==> src/hw/rtl/ccv_pkg.sv <==
// Package with the types, constants and byte conversion functions of the case style converter.
`default_nettype none

package ccv_pkg;

  // Style codes carried on the style field.
  localparam logic [2:0] STYLE_VERBATIM = 3'd0;
  localparam logic [2:0] STYLE_PASCAL   = 3'd1;
  localparam logic [2:0] STYLE_CAMEL    = 3'd2;
  localparam logic [2:0] STYLE_SNAKE    = 3'd3;
  localparam logic [2:0] STYLE_KEBAB    = 3'd4;
  localparam logic [2:0] STYLE_UPPER    = 3'd5;
  localparam logic [2:0] STYLE_LOWER    = 3'd6;

  // Character class codes.
  localparam logic [1:0] KIND_LOWER = 2'd0;
  localparam logic [1:0] KIND_UPPER = 2'd1;
  localparam logic [1:0] KIND_DIGIT = 2'd2;
  localparam logic [1:0] KIND_OTHER = 2'd3;

  // ASCII constants.
  localparam logic [7:0] CH_UNDERSCORE = 8'h5F;
  localparam logic [7:0] CH_HYPHEN     = 8'h2D;
  localparam logic [7:0] CH_LOWER_A    = 8'h61;
  localparam logic [7:0] CH_LOWER_Z    = 8'h7A;
  localparam logic [7:0] CH_UPPER_A    = 8'h41;
  localparam logic [7:0] CH_UPPER_Z    = 8'h5A;
  localparam logic [7:0] CH_DIGIT_0    = 8'h30;
  localparam logic [7:0] CH_DIGIT_9    = 8'h39;
  localparam logic [7:0] CASE_OFFSET   = 8'h20;

  // Most results that one input transaction can cause.
  localparam int unsigned MAX_RESULTS = 4;

  typedef struct packed {
    logic [7:0] char_in;
    logic [2:0] style;
    logic       last_in;
  } in_item_t;

  typedef struct packed {
    logic [7:0] char_out;
    logic       has_char;
    logic       last_out;
  } out_item_t;

  // Results of one transaction, handed from the core to the output queue.
  typedef struct packed {
    out_item_t [MAX_RESULTS-1:0] item;
    logic [2:0]                  count;
  } result_list_t;

  // Outcome of converting one byte: up to two bytes and the updated word flags.
  typedef struct packed {
    logic [1:0] n;
    logic [7:0] b0;
    logic [7:0] b1;
    logic       in_word;
    logic       word_seen;
  } conv_res_t;

  function automatic logic [1:0] kind_of(input logic [7:0] c);
    logic [1:0] k;
    if (c >= CH_LOWER_A && c <= CH_LOWER_Z) k = KIND_LOWER;
    else if (c >= CH_UPPER_A && c <= CH_UPPER_Z) k = KIND_UPPER;
    else if (c >= CH_DIGIT_0 && c <= CH_DIGIT_9) k = KIND_DIGIT;
    else k = KIND_OTHER;
    return k;
  endfunction

  function automatic logic [7:0] to_lower(input logic [7:0] c);
    return (c >= CH_UPPER_A && c <= CH_UPPER_Z) ? c + CASE_OFFSET : c;
  endfunction

  function automatic logic [7:0] to_upper(input logic [7:0] c);
    return (c >= CH_LOWER_A && c <= CH_LOWER_Z) ? c - CASE_OFFSET : c;
  endfunction

  // Convert byte c, whose neighbors have kinds prev and next, under style st.
  function automatic conv_res_t conv_byte(input logic [7:0] c, input logic [1:0] prev,
                                          input logic [1:0] next, input logic [2:0] st,
                                          input logic iw, input logic ws);
    conv_res_t  r;
    logic [1:0] k;
    logic       bnd;
    logic       cap;
    logic [7:0] letter;
    r.n         = 2'd0;
    r.b0        = 8'd0;
    r.b1        = 8'd0;
    r.in_word   = iw;
    r.word_seen = ws;
    k           = kind_of(c);
    bnd         = 1'b0;
    cap         = 1'b0;
    letter      = 8'd0;
    case (st) inside
      STYLE_UPPER: begin
        r.n  = 2'd1;
        r.b0 = to_upper(c);
      end
      STYLE_LOWER: begin
        r.n  = 2'd1;
        r.b0 = to_lower(c);
      end
      STYLE_PASCAL, STYLE_CAMEL, STYLE_SNAKE, STYLE_KEBAB: begin
        if (k == KIND_OTHER) begin
          // Separators end the word and are dropped.
          r.in_word = 1'b0;
        end else begin
          bnd = iw && (k == KIND_UPPER) &&
                ((prev == KIND_LOWER) || (prev == KIND_UPPER && next == KIND_LOWER));
          if (bnd || !iw) begin
            cap    = (st == STYLE_PASCAL) || (st == STYLE_CAMEL && ws);
            letter = cap ? to_upper(c) : to_lower(c);
            if (ws && (st == STYLE_SNAKE || st == STYLE_KEBAB)) begin
              r.n  = 2'd2;
              r.b0 = (st == STYLE_SNAKE) ? CH_UNDERSCORE : CH_HYPHEN;
              r.b1 = letter;
            end else begin
              r.n  = 2'd1;
              r.b0 = letter;
            end
            r.word_seen = 1'b1;
            r.in_word   = 1'b1;
          end else begin
            r.n  = 2'd1;
            r.b0 = to_lower(c);
          end
        end
      end
      default: begin
        // Verbatim, and the unused code that behaves like it.
        r.n  = 2'd1;
        r.b0 = c;
      end
    endcase
    return r;
  endfunction

endpackage

`default_nettype wire

==> src/hw/rtl/ccv_in_stage.sv <==
// Input register that holds one accepted transaction until the core takes it.
`default_nettype none

module ccv_in_stage (
  input  wire logic             clk,
  input  wire logic             rst_n,
  input  wire logic             in_valid,
  input  wire ccv_pkg::in_item_t in_data,
  output logic                  in_stall,
  input  wire logic             take,
  output logic                  item_valid,
  output ccv_pkg::in_item_t     item
);

  logic              valid_r;
  logic              valid_nxt;
  ccv_pkg::in_item_t item_r;
  logic              load;

  // The register can refill in the same cycle that the core takes its content.
  assign in_stall = valid_r && !take;
  assign load     = in_valid && !in_stall;

  always_comb begin
    valid_nxt = valid_r;
    if (load) begin
      valid_nxt = 1'b1;
    end else if (take) begin
      valid_nxt = 1'b0;
    end
  end

  always_ff @(posedge clk) begin
    if (!rst_n) begin
      valid_r <= 1'b0;
    end else begin
      valid_r <= valid_nxt;
    end
  end

  // Payload needs no reset.
  always_ff @(posedge clk) begin
    if (load) begin
      item_r <= in_data;
    end
  end

  assign item_valid = valid_r;
  assign item       = item_r;

endmodule

`default_nettype wire

==> src/hw/rtl/ccv_core.sv <==
// Conversion core: per-string state registers and the logic that turns one byte into results.
`default_nettype none

module ccv_core (
  input  wire logic              clk,
  input  wire logic              rst_n,
  input  wire logic              take,
  input  wire ccv_pkg::in_item_t item,
  output ccv_pkg::result_list_t  list
);

  logic [7:0] held_char_r, held_char_nxt;
  logic       held_valid_r, held_valid_nxt;
  logic [1:0] kind_before_r, kind_before_nxt;
  logic       in_word_r, in_word_nxt;
  logic       word_seen_r, word_seen_nxt;
  logic [2:0] style_r, style_nxt;

  logic [2:0]         st_eff;
  logic [1:0]         kind_new;
  logic [1:0]         prev_new;
  ccv_pkg::conv_res_t r1;
  ccv_pkg::conv_res_t r2;
  logic [2:0]         n1;
  logic [2:0]         n2;
  logic [2:0]         total;
  logic [2:0]         j;
  logic [7:0]         byte_sel;

  // The style is taken from the first byte of a string.
  assign st_eff   = held_valid_r ? style_r : item.style;
  assign kind_new = ccv_pkg::kind_of(item.char_in);
  assign prev_new = held_valid_r ? ccv_pkg::kind_of(held_char_r) : ccv_pkg::KIND_OTHER;

  // The held byte is converted with the new byte as lookahead.
  always_comb begin
    if (held_valid_r) begin
      r1 = ccv_pkg::conv_byte(held_char_r, kind_before_r, kind_new, st_eff,
                              in_word_r, word_seen_r);
    end else begin
      r1           = '0;
      r1.in_word   = in_word_r;
      r1.word_seen = word_seen_r;
    end
  end

  // On the last byte the new byte itself is converted with no lookahead.
  always_comb begin
    if (item.last_in) begin
      r2 = ccv_pkg::conv_byte(item.char_in, prev_new, ccv_pkg::KIND_OTHER, st_eff,
                              r1.in_word, r1.word_seen);
    end else begin
      r2 = '0;
    end
  end

  assign n1    = {1'b0, r1.n};
  assign n2    = {1'b0, r2.n};
  assign total = n1 + n2;

  // Pack the bytes of both conversions into one list and mark the last one.
  always_comb begin
    list.count = total;
    for (int i = 0; i < int'(ccv_pkg::MAX_RESULTS); i++) begin
      j = 3'(i) - n1;
      if (3'(i) < n1) begin
        byte_sel = (i == 0) ? r1.b0 : r1.b1;
      end else if (j == 3'd0) begin
        byte_sel = r2.b0;
      end else begin
        byte_sel = r2.b1;
      end
      list.item[i].char_out = byte_sel;
      list.item[i].has_char = 1'b1;
      list.item[i].last_out = item.last_in && (3'(i) == total - 3'd1);
    end
    if (item.last_in && total == 3'd0) begin
      // A closing byte that emits nothing still gives an empty end marker.
      list.count   = 3'd1;
      list.item[0] = '{char_out: 8'd0, has_char: 1'b0, last_out: 1'b1};
    end
  end

  // Next state: hold the new byte, or return to the idle state after the last byte.
  always_comb begin
    style_nxt = st_eff;
    if (item.last_in) begin
      held_char_nxt   = 8'd0;
      held_valid_nxt  = 1'b0;
      kind_before_nxt = ccv_pkg::KIND_OTHER;
      in_word_nxt     = 1'b0;
      word_seen_nxt   = 1'b0;
    end else begin
      held_char_nxt   = item.char_in;
      held_valid_nxt  = 1'b1;
      kind_before_nxt = prev_new;
      in_word_nxt     = r1.in_word;
      word_seen_nxt   = r1.word_seen;
    end
  end

  always_ff @(posedge clk) begin
    if (!rst_n) begin
      held_char_r   <= 8'd0;
      held_valid_r  <= 1'b0;
      kind_before_r <= ccv_pkg::KIND_OTHER;
      in_word_r     <= 1'b0;
      word_seen_r   <= 1'b0;
      style_r       <= ccv_pkg::STYLE_VERBATIM;
    end else if (take) begin
      held_char_r   <= held_char_nxt;
      held_valid_r  <= held_valid_nxt;
      kind_before_r <= kind_before_nxt;
      in_word_r     <= in_word_nxt;
      word_seen_r   <= word_seen_nxt;
      style_r       <= style_nxt;
    end
  end

endmodule

`default_nettype wire

==> src/hw/rtl/ccv_out_queue.sv <==
// Result register for the results of one transaction; one leaves per cycle unless stalled.
`default_nettype none

module ccv_out_queue (
  input  wire logic                  clk,
  input  wire logic                  rst_n,
  input  wire logic                  take,
  input  wire ccv_pkg::result_list_t list,
  output logic                       q_ready,
  output logic                       out_valid,
  input  wire logic                  out_stall,
  output ccv_pkg::out_item_t         out_data
);

  ccv_pkg::out_item_t [ccv_pkg::MAX_RESULTS-1:0] list_r;
  logic [2:0] rem_r, rem_nxt;
  logic [1:0] idx_r, idx_nxt;
  logic       pop;

  assign out_valid = (rem_r != 3'd0);
  assign pop       = out_valid && !out_stall;
  // A new list may load when the queue is empty or its final result leaves now.
  assign q_ready   = (rem_r == 3'd0) || (rem_r == 3'd1 && !out_stall);
  assign out_data  = list_r[idx_r];

  always_comb begin
    rem_nxt = rem_r;
    idx_nxt = idx_r;
    if (take) begin
      rem_nxt = list.count;
      idx_nxt = 2'd0;
    end else if (pop) begin
      rem_nxt = rem_r - 3'd1;
      idx_nxt = idx_r + 2'd1;
    end
  end

  always_ff @(posedge clk) begin
    if (!rst_n) begin
      rem_r <= 3'd0;
      idx_r <= 2'd0;
    end else begin
      rem_r <= rem_nxt;
      idx_r <= idx_nxt;
    end
  end

  // Payload needs no reset.
  always_ff @(posedge clk) begin
    if (take) begin
      list_r <= list.item;
    end
  end

endmodule

`default_nettype wire

==> src/hw/rtl/identifier_case_style_converter.sv <==
// Top level of the identifier case style converter.
//
// Usage: an identifier arrives one byte per input transaction on in_data
// (char_in, style, last_in) with in_valid/in_stall. The style is taken from
// the first byte of each string. Results leave on out_data (char_out,
// has_char, last_out) with out_valid/out_stall, one result per cycle while
// out_stall is low. Path: a byte is registered in the input register at
// acceptance and converted from there by the core, and its results load
// into the result register, which drives out_data; because a byte is
// converted only once its successor is known, output lags the input by one
// byte. The last byte flushes and always ends with a result marked last_out,
// possibly an empty marker with has_char low. Throughput: one input
// transaction per cycle as long as each byte yields at most one result and
// out_stall is low; a transaction with more than one result (at most four)
// holds the result register until the last of them leaves through the
// single output port. Reset (rst_n low, synchronous) empties both registers
// and starts a new string. When the receiver stalls, the current result
// holds and in_stall rises once the input register is full.
`default_nettype none

module identifier_case_style_converter (
  input  wire logic              clk,
  input  wire logic              rst_n,
  input  wire logic              in_valid,
  output logic                   in_stall,
  input  wire ccv_pkg::in_item_t in_data,
  output logic                   out_valid,
  input  wire logic              out_stall,
  output ccv_pkg::out_item_t     out_data
);

  logic                  item_valid;
  ccv_pkg::in_item_t     item;
  logic                  q_ready;
  logic                  take;
  ccv_pkg::result_list_t list;

  // The core consumes the held transaction when the result register can take its results.
  assign take = item_valid && q_ready;

  ccv_in_stage u_in_stage (
    .clk        (clk),
    .rst_n      (rst_n),
    .in_valid   (in_valid),
    .in_data    (in_data),
    .in_stall   (in_stall),
    .take       (take),
    .item_valid (item_valid),
    .item       (item)
  );

  ccv_core u_core (
    .clk   (clk),
    .rst_n (rst_n),
    .take  (take),
    .item  (item),
    .list  (list)
  );

  ccv_out_queue u_out_queue (
    .clk       (clk),
    .rst_n     (rst_n),
    .take      (take),
    .list      (list),
    .q_ready   (q_ready),
    .out_valid (out_valid),
    .out_stall (out_stall),
    .out_data  (out_data)
  );

endmodule

`default_nettype wire

==> config.mk <==
export PLATFORM = sky130hd
export DESIGN_NAME = identifier_case_style_converter
export DESIGN_NICKNAME = d
export VERILOG_FILES = /design/src/hw/rtl/ccv_pkg.sv /design/src/hw/rtl/ccv_in_stage.sv /design/src/hw/rtl/ccv_core.sv /design/src/hw/rtl/ccv_out_queue.sv /design/src/hw/rtl/identifier_case_style_converter.sv
export SDC_FILE = /design/constraint.sdc
export NUM_CORES = 1
export LEC_CHECK = 0
export BUFFER_PORTS_ARGS = -buffer_cell sky130_fd_sc_hd__buf_2
export CAP_MARGIN = 20
export CORE_AREA = 8 8 93 95
export CTS_BUF_LIST = sky130_fd_sc_hd__clkbuf_4
export CTS_CLUSTER_SIZE = 12
export DETAILED_ROUTE_END_ITERATION = 7
export DIE_AREA = 0 0 101 103
export GPL_ROUTABILITY_DRIVEN = 1
export PLACE_DENSITY = 0.89
export SLEW_MARGIN = 15
export SYNTH_ARGS = -nofsm -noshare
export SYNTH_HDL_FRONTEND = slang
export SYNTH_SLANG_ARGS = --single-unit
==> constraint.sdc <==
create_clock -name clk -period 10.3 [get_ports clk]
set_input_delay 0.515 -clock clk [delete_from_list [all_inputs] [get_ports clk]]
set_output_delay 0.515 -clock clk [all_outputs]
set_load 0.05 [all_outputs]
==> impl_metrics.env <==
export IMPL_status="complete, no violations"
export IMPL_ir_drop_uv=90.5
export IMPL_clk_pin_slew_worst_paths_ns=0.13
export IMPL_clk_path_buf_depth=2
export IMPL_design_area_um2=4760
export IMPL_internal_power_mw=0.560
export IMPL_tns_ns=0
export IMPL_grt_pass1_wl_um=18800
export IMPL_antenna_cells=0
export IMPL_holdBufCountCts=0
export IMPL_die_area_um2=10400
export IMPL_synth_edf_count=49
export IMPL_grt_max_degree=42
export IMPL_root_buffer="clkbuf_4"
export IMPL_areaGrowthSynthToFinish_pct=7.15
export IMPL_gr_usage_all_layers_pct=23.7
export IMPL_htreeDepth=3
export IMPL_utilization_pct=66.7
export IMPL_drv_slew=0
export IMPL_clock_skew_final_ns=0.0147
export IMPL_synth_ff_type="edfxtp_1"
export IMPL_drc=0
export IMPL_nets=501
export IMPL_cp_required_ns=10.51
export IMPL_io_buffers=27
export IMPL_drive_gt1_share_pct=15.9
export IMPL_numCtsBuffers=9
export IMPL_cts_resized=0
export IMPL_switching_share_pct=41.9
export IMPL_pwr_share_seq_pct=43.5
export IMPL_die_x_um=101
export IMPL_postSynthCellCount=455
export IMPL_synth_area_leaders="edfxtp_1, dfxtp_1, mux4_2, nand2_1, o21ai_0"
export IMPL_cts_sinks=71
export IMPL_ys_top_cells_by_count="edfxtp_1, nand2_1, inv_1, nor2_1, o21ai_0"
export IMPL_ys_ff_latch=71
export IMPL_power_frac_clock_pct=18.3
export IMPL_synth_largest_area_cell="edfxtp_1"
export IMPL_fin_crit_ns=4.81
export IMPL_p_leak_nw=1.81
export IMPL_gr_total_overflow=0
export IMPL_routed_wl_um=11700
export IMPL_wl_per_cell_um=20.3
export IMPL_setup_viol=0
export IMPL_clock_latency_ns=0.44
export IMPL_power_density_nw_per_um2=203
export IMPL_cap_violations=0
export IMPL_cp_top_family="compound AO/OA/AOI/OAI gates"
export IMPL_routabilityCongestion=1.02
export IMPL_dp_cells=561
export IMPL_max_freq_ghz=0.208
export IMPL_synth_cell_type_count=80
export IMPL_dr_pass1_iters=5
export IMPL_fin_crit_sh_pct=46.7
export IMPL_syn_area_per_cell_um2=9.76
export IMPL_placementRows=31
export IMPL_synth_nets=482
export IMPL_cpPeakStageDelay_ns=0.72
export IMPL_switchingPower_mw=0.404
export IMPL_synthArstFlopShare_pct=0
export IMPL_hold_path_class="input port to flip-flop"
export IMPL_cts_tree="yes"
export IMPL_synth_most_common_cell="edfxtp_1"
export IMPL_reg2reg_slack_ns=5.49
export IMPL_boundaryPins=28
export IMPL_slew_headroom_pct=36.8
export IMPL_cts_setup_buffers=0
export IMPL_drt_initial_drc_count=462
export IMPL_yosysWarningCount=0
export IMPL_vias=3862
export IMPL_critPathArrivalTime_ns=5.02
export IMPL_power_total_mw=0.964
export IMPL_seq_area_frac_synth_pct=43.0
export IMPL_cp_max_fo=12
export IMPL_slowest_stage="a21oi_1"
export IMPL_vias_per_cell=6.68
export IMPL_drtAntennaViolNets=0
export IMPL_antenna_found_initial=0
export IMPL_layout_cells_non_filler=578
export IMPL_grt_pass1_vias=3720
export IMPL_die_height_um=103
export IMPL_end_kind="flip-flop"
export IMPL_p_comb_share_pct=38.2
export IMPL_report_final_hold_viol_count=0
export IMPL_place_hpwl_um=8760
export IMPL_critPathKind="flip-flop to flip-flop"
export IMPL_critPathLaunchType="flip-flop"
export IMPL_worstPathCellList="ha_1 > nand2b_1 > a21oi_1 > o2111a_1 > nor3_4 > a21oi_1 > nand2_2 > inv_1 > ha_1 > fa_1 > nor2b_1 > nor2b_1 > inv_1 > nand3_1 > inv_1 > a32o_1"
export IMPL_core_area_um2=7140
export IMPL_placed_cell_area_um2=4620
export IMPL_cp_common_cell="inv_1"
export IMPL_crit_buf_inv=3
export IMPL_rsz0062_at_grt="false"
export IMPL_worst_slew_pin_transition_ns=0.948
export IMPL_netlist_area_leader_share_pct=33.1
export IMPL_initial_core_util_pct=62.2
export IMPL_netlist_area_um2=4440
-- per-stage QoR --
stage	setup slack, ns	hold slack (ns)
2_1_floorplan	6.30	0.489
3_3_place_gp	5.80	0.516
3_5_place_dp	5.60	0.543
4_1_cts	5.59	0.225
5_1_grt	5.03	0.227
6_report	5.49	0.239
-- cell families (layout without fill, tap and decap cells) --
logic type | Yosys count | count (layout) | share of synthesized area [%]
AO/OA/AOI/OAI | 153 | 153 | 25.2
AND/OR/NAND/NOR | 148 | 148 | 17.2
flip-flops | 71 | 71 | 43.0
buffers and inverters | 55 | 79 | 5.01
multiplexers | 13 | 13 | 5.46
adder cells (fa/ha/maj) | 11 | 11 | 3.27
XOR/XNOR | 4 | 4 | 0.789
-- power groups by stage --
stage	combinational [mW]	sequential, mW	clock (mW)
finish	0.369	0.419	0.176
global route	0.398	0.426	0.186
detailed placement	0.364	0.426	0
global placement	0.354	0.420	0
floorplan	0.304	0.392	0
CTS	0.365	0.419	0.178
-- path summary, 6_finish.rpt --
kind                           start                      end  depth (start not counted)
max            u_core.held_char_r[6]    u_out_queue.list_r[9]                         16
min                       in_data[2]       u_in_stage.item[2]                          1
max reg2reg    u_core.held_char_r[6]    u_out_queue.list_r[9]                         16
min reg2reg  u_core.kind_before_r[0]  u_core.kind_before_r[0]                          2
-- placed cells by master, fill, tap and decap left out, types with 3 or more instances in the layout --
cell       count
nand3b_1       4
dfxtp_1       22
ha_1          10
o2111ai_1      5
a22o_1         6
mux2i_1        4
a221o_1        5
nor2_1        31
a21oi_1       27
a211oi_1       6
o221a_2        3
o31ai_1        6
inv_1         31
o21a_1         4
o221ai_1       5
or3_1          4
a21boi_0       4
nand2_1       44
o21ai_0       31
clkbuf_4       9
nor3_1         9
xnor2_1        3
o211a_1        4
a31oi_1       10
buf_2         27
nand3_1       12
o22ai_1        4
buf_4          4
edfxtp_1      49
nor2b_1        6
nand2b_1       6
and3_1         4
a31o_2         3
clkinv_1       3
a21o_1         6
mux4_2         9
and2_1         7
-- worst register-to-register path, stage by stage, from the launching register on --
cell and delay (ns):
dfxtp_1 0.56, ha_1 0.30, nand2b_1 0.07, a21oi_1 0.17
o2111a_1 0.43, nor3_4 0.10, a21oi_1 0.72, nand2_2 0.21
inv_1 0.23, ha_1 0.23, fa_1 0.49, nor2b_1 0.22
nor2b_1 0.27, inv_1 0.19, nand3_1 0.15, inv_1 0.05
a32o_1 0.20
-- state kept, by name, summed over array words and instances (netlist names) --
register / flops
u_core.held_char_r: 8
u_core.held_valid_r: 1
u_core.in_word_r: 1
u_core.kind_before_r: 2
u_core.style_r: 3
u_core.word_seen_r: 1
u_in_stage.item: 12
u_in_stage.item_valid: 1
u_out_queue.idx_r: 2
u_out_queue.list_r: 37
u_out_queue.rem_r: 3
-- metal layers --
metal	vias up	wire length, µm	track usage, %
met3	55	989	5.74
met1	1824	4680	28.0
met4	0	382	11.3
met5	-	0	0
met2	211	5680	39.8
li1	1772	-	-
-- final cells by class --
type                    count  area [µm²]
multi-input cells         329        2310
inverters                  32         120
fillers                   601        2380
clock buffers               9        67.6
well taps                  99         124
clock inverters             7        63.8
repair buffers             31         165
flip-flops and latches     71        1910
Note: power is estimated with default switching activity, not from simulation.
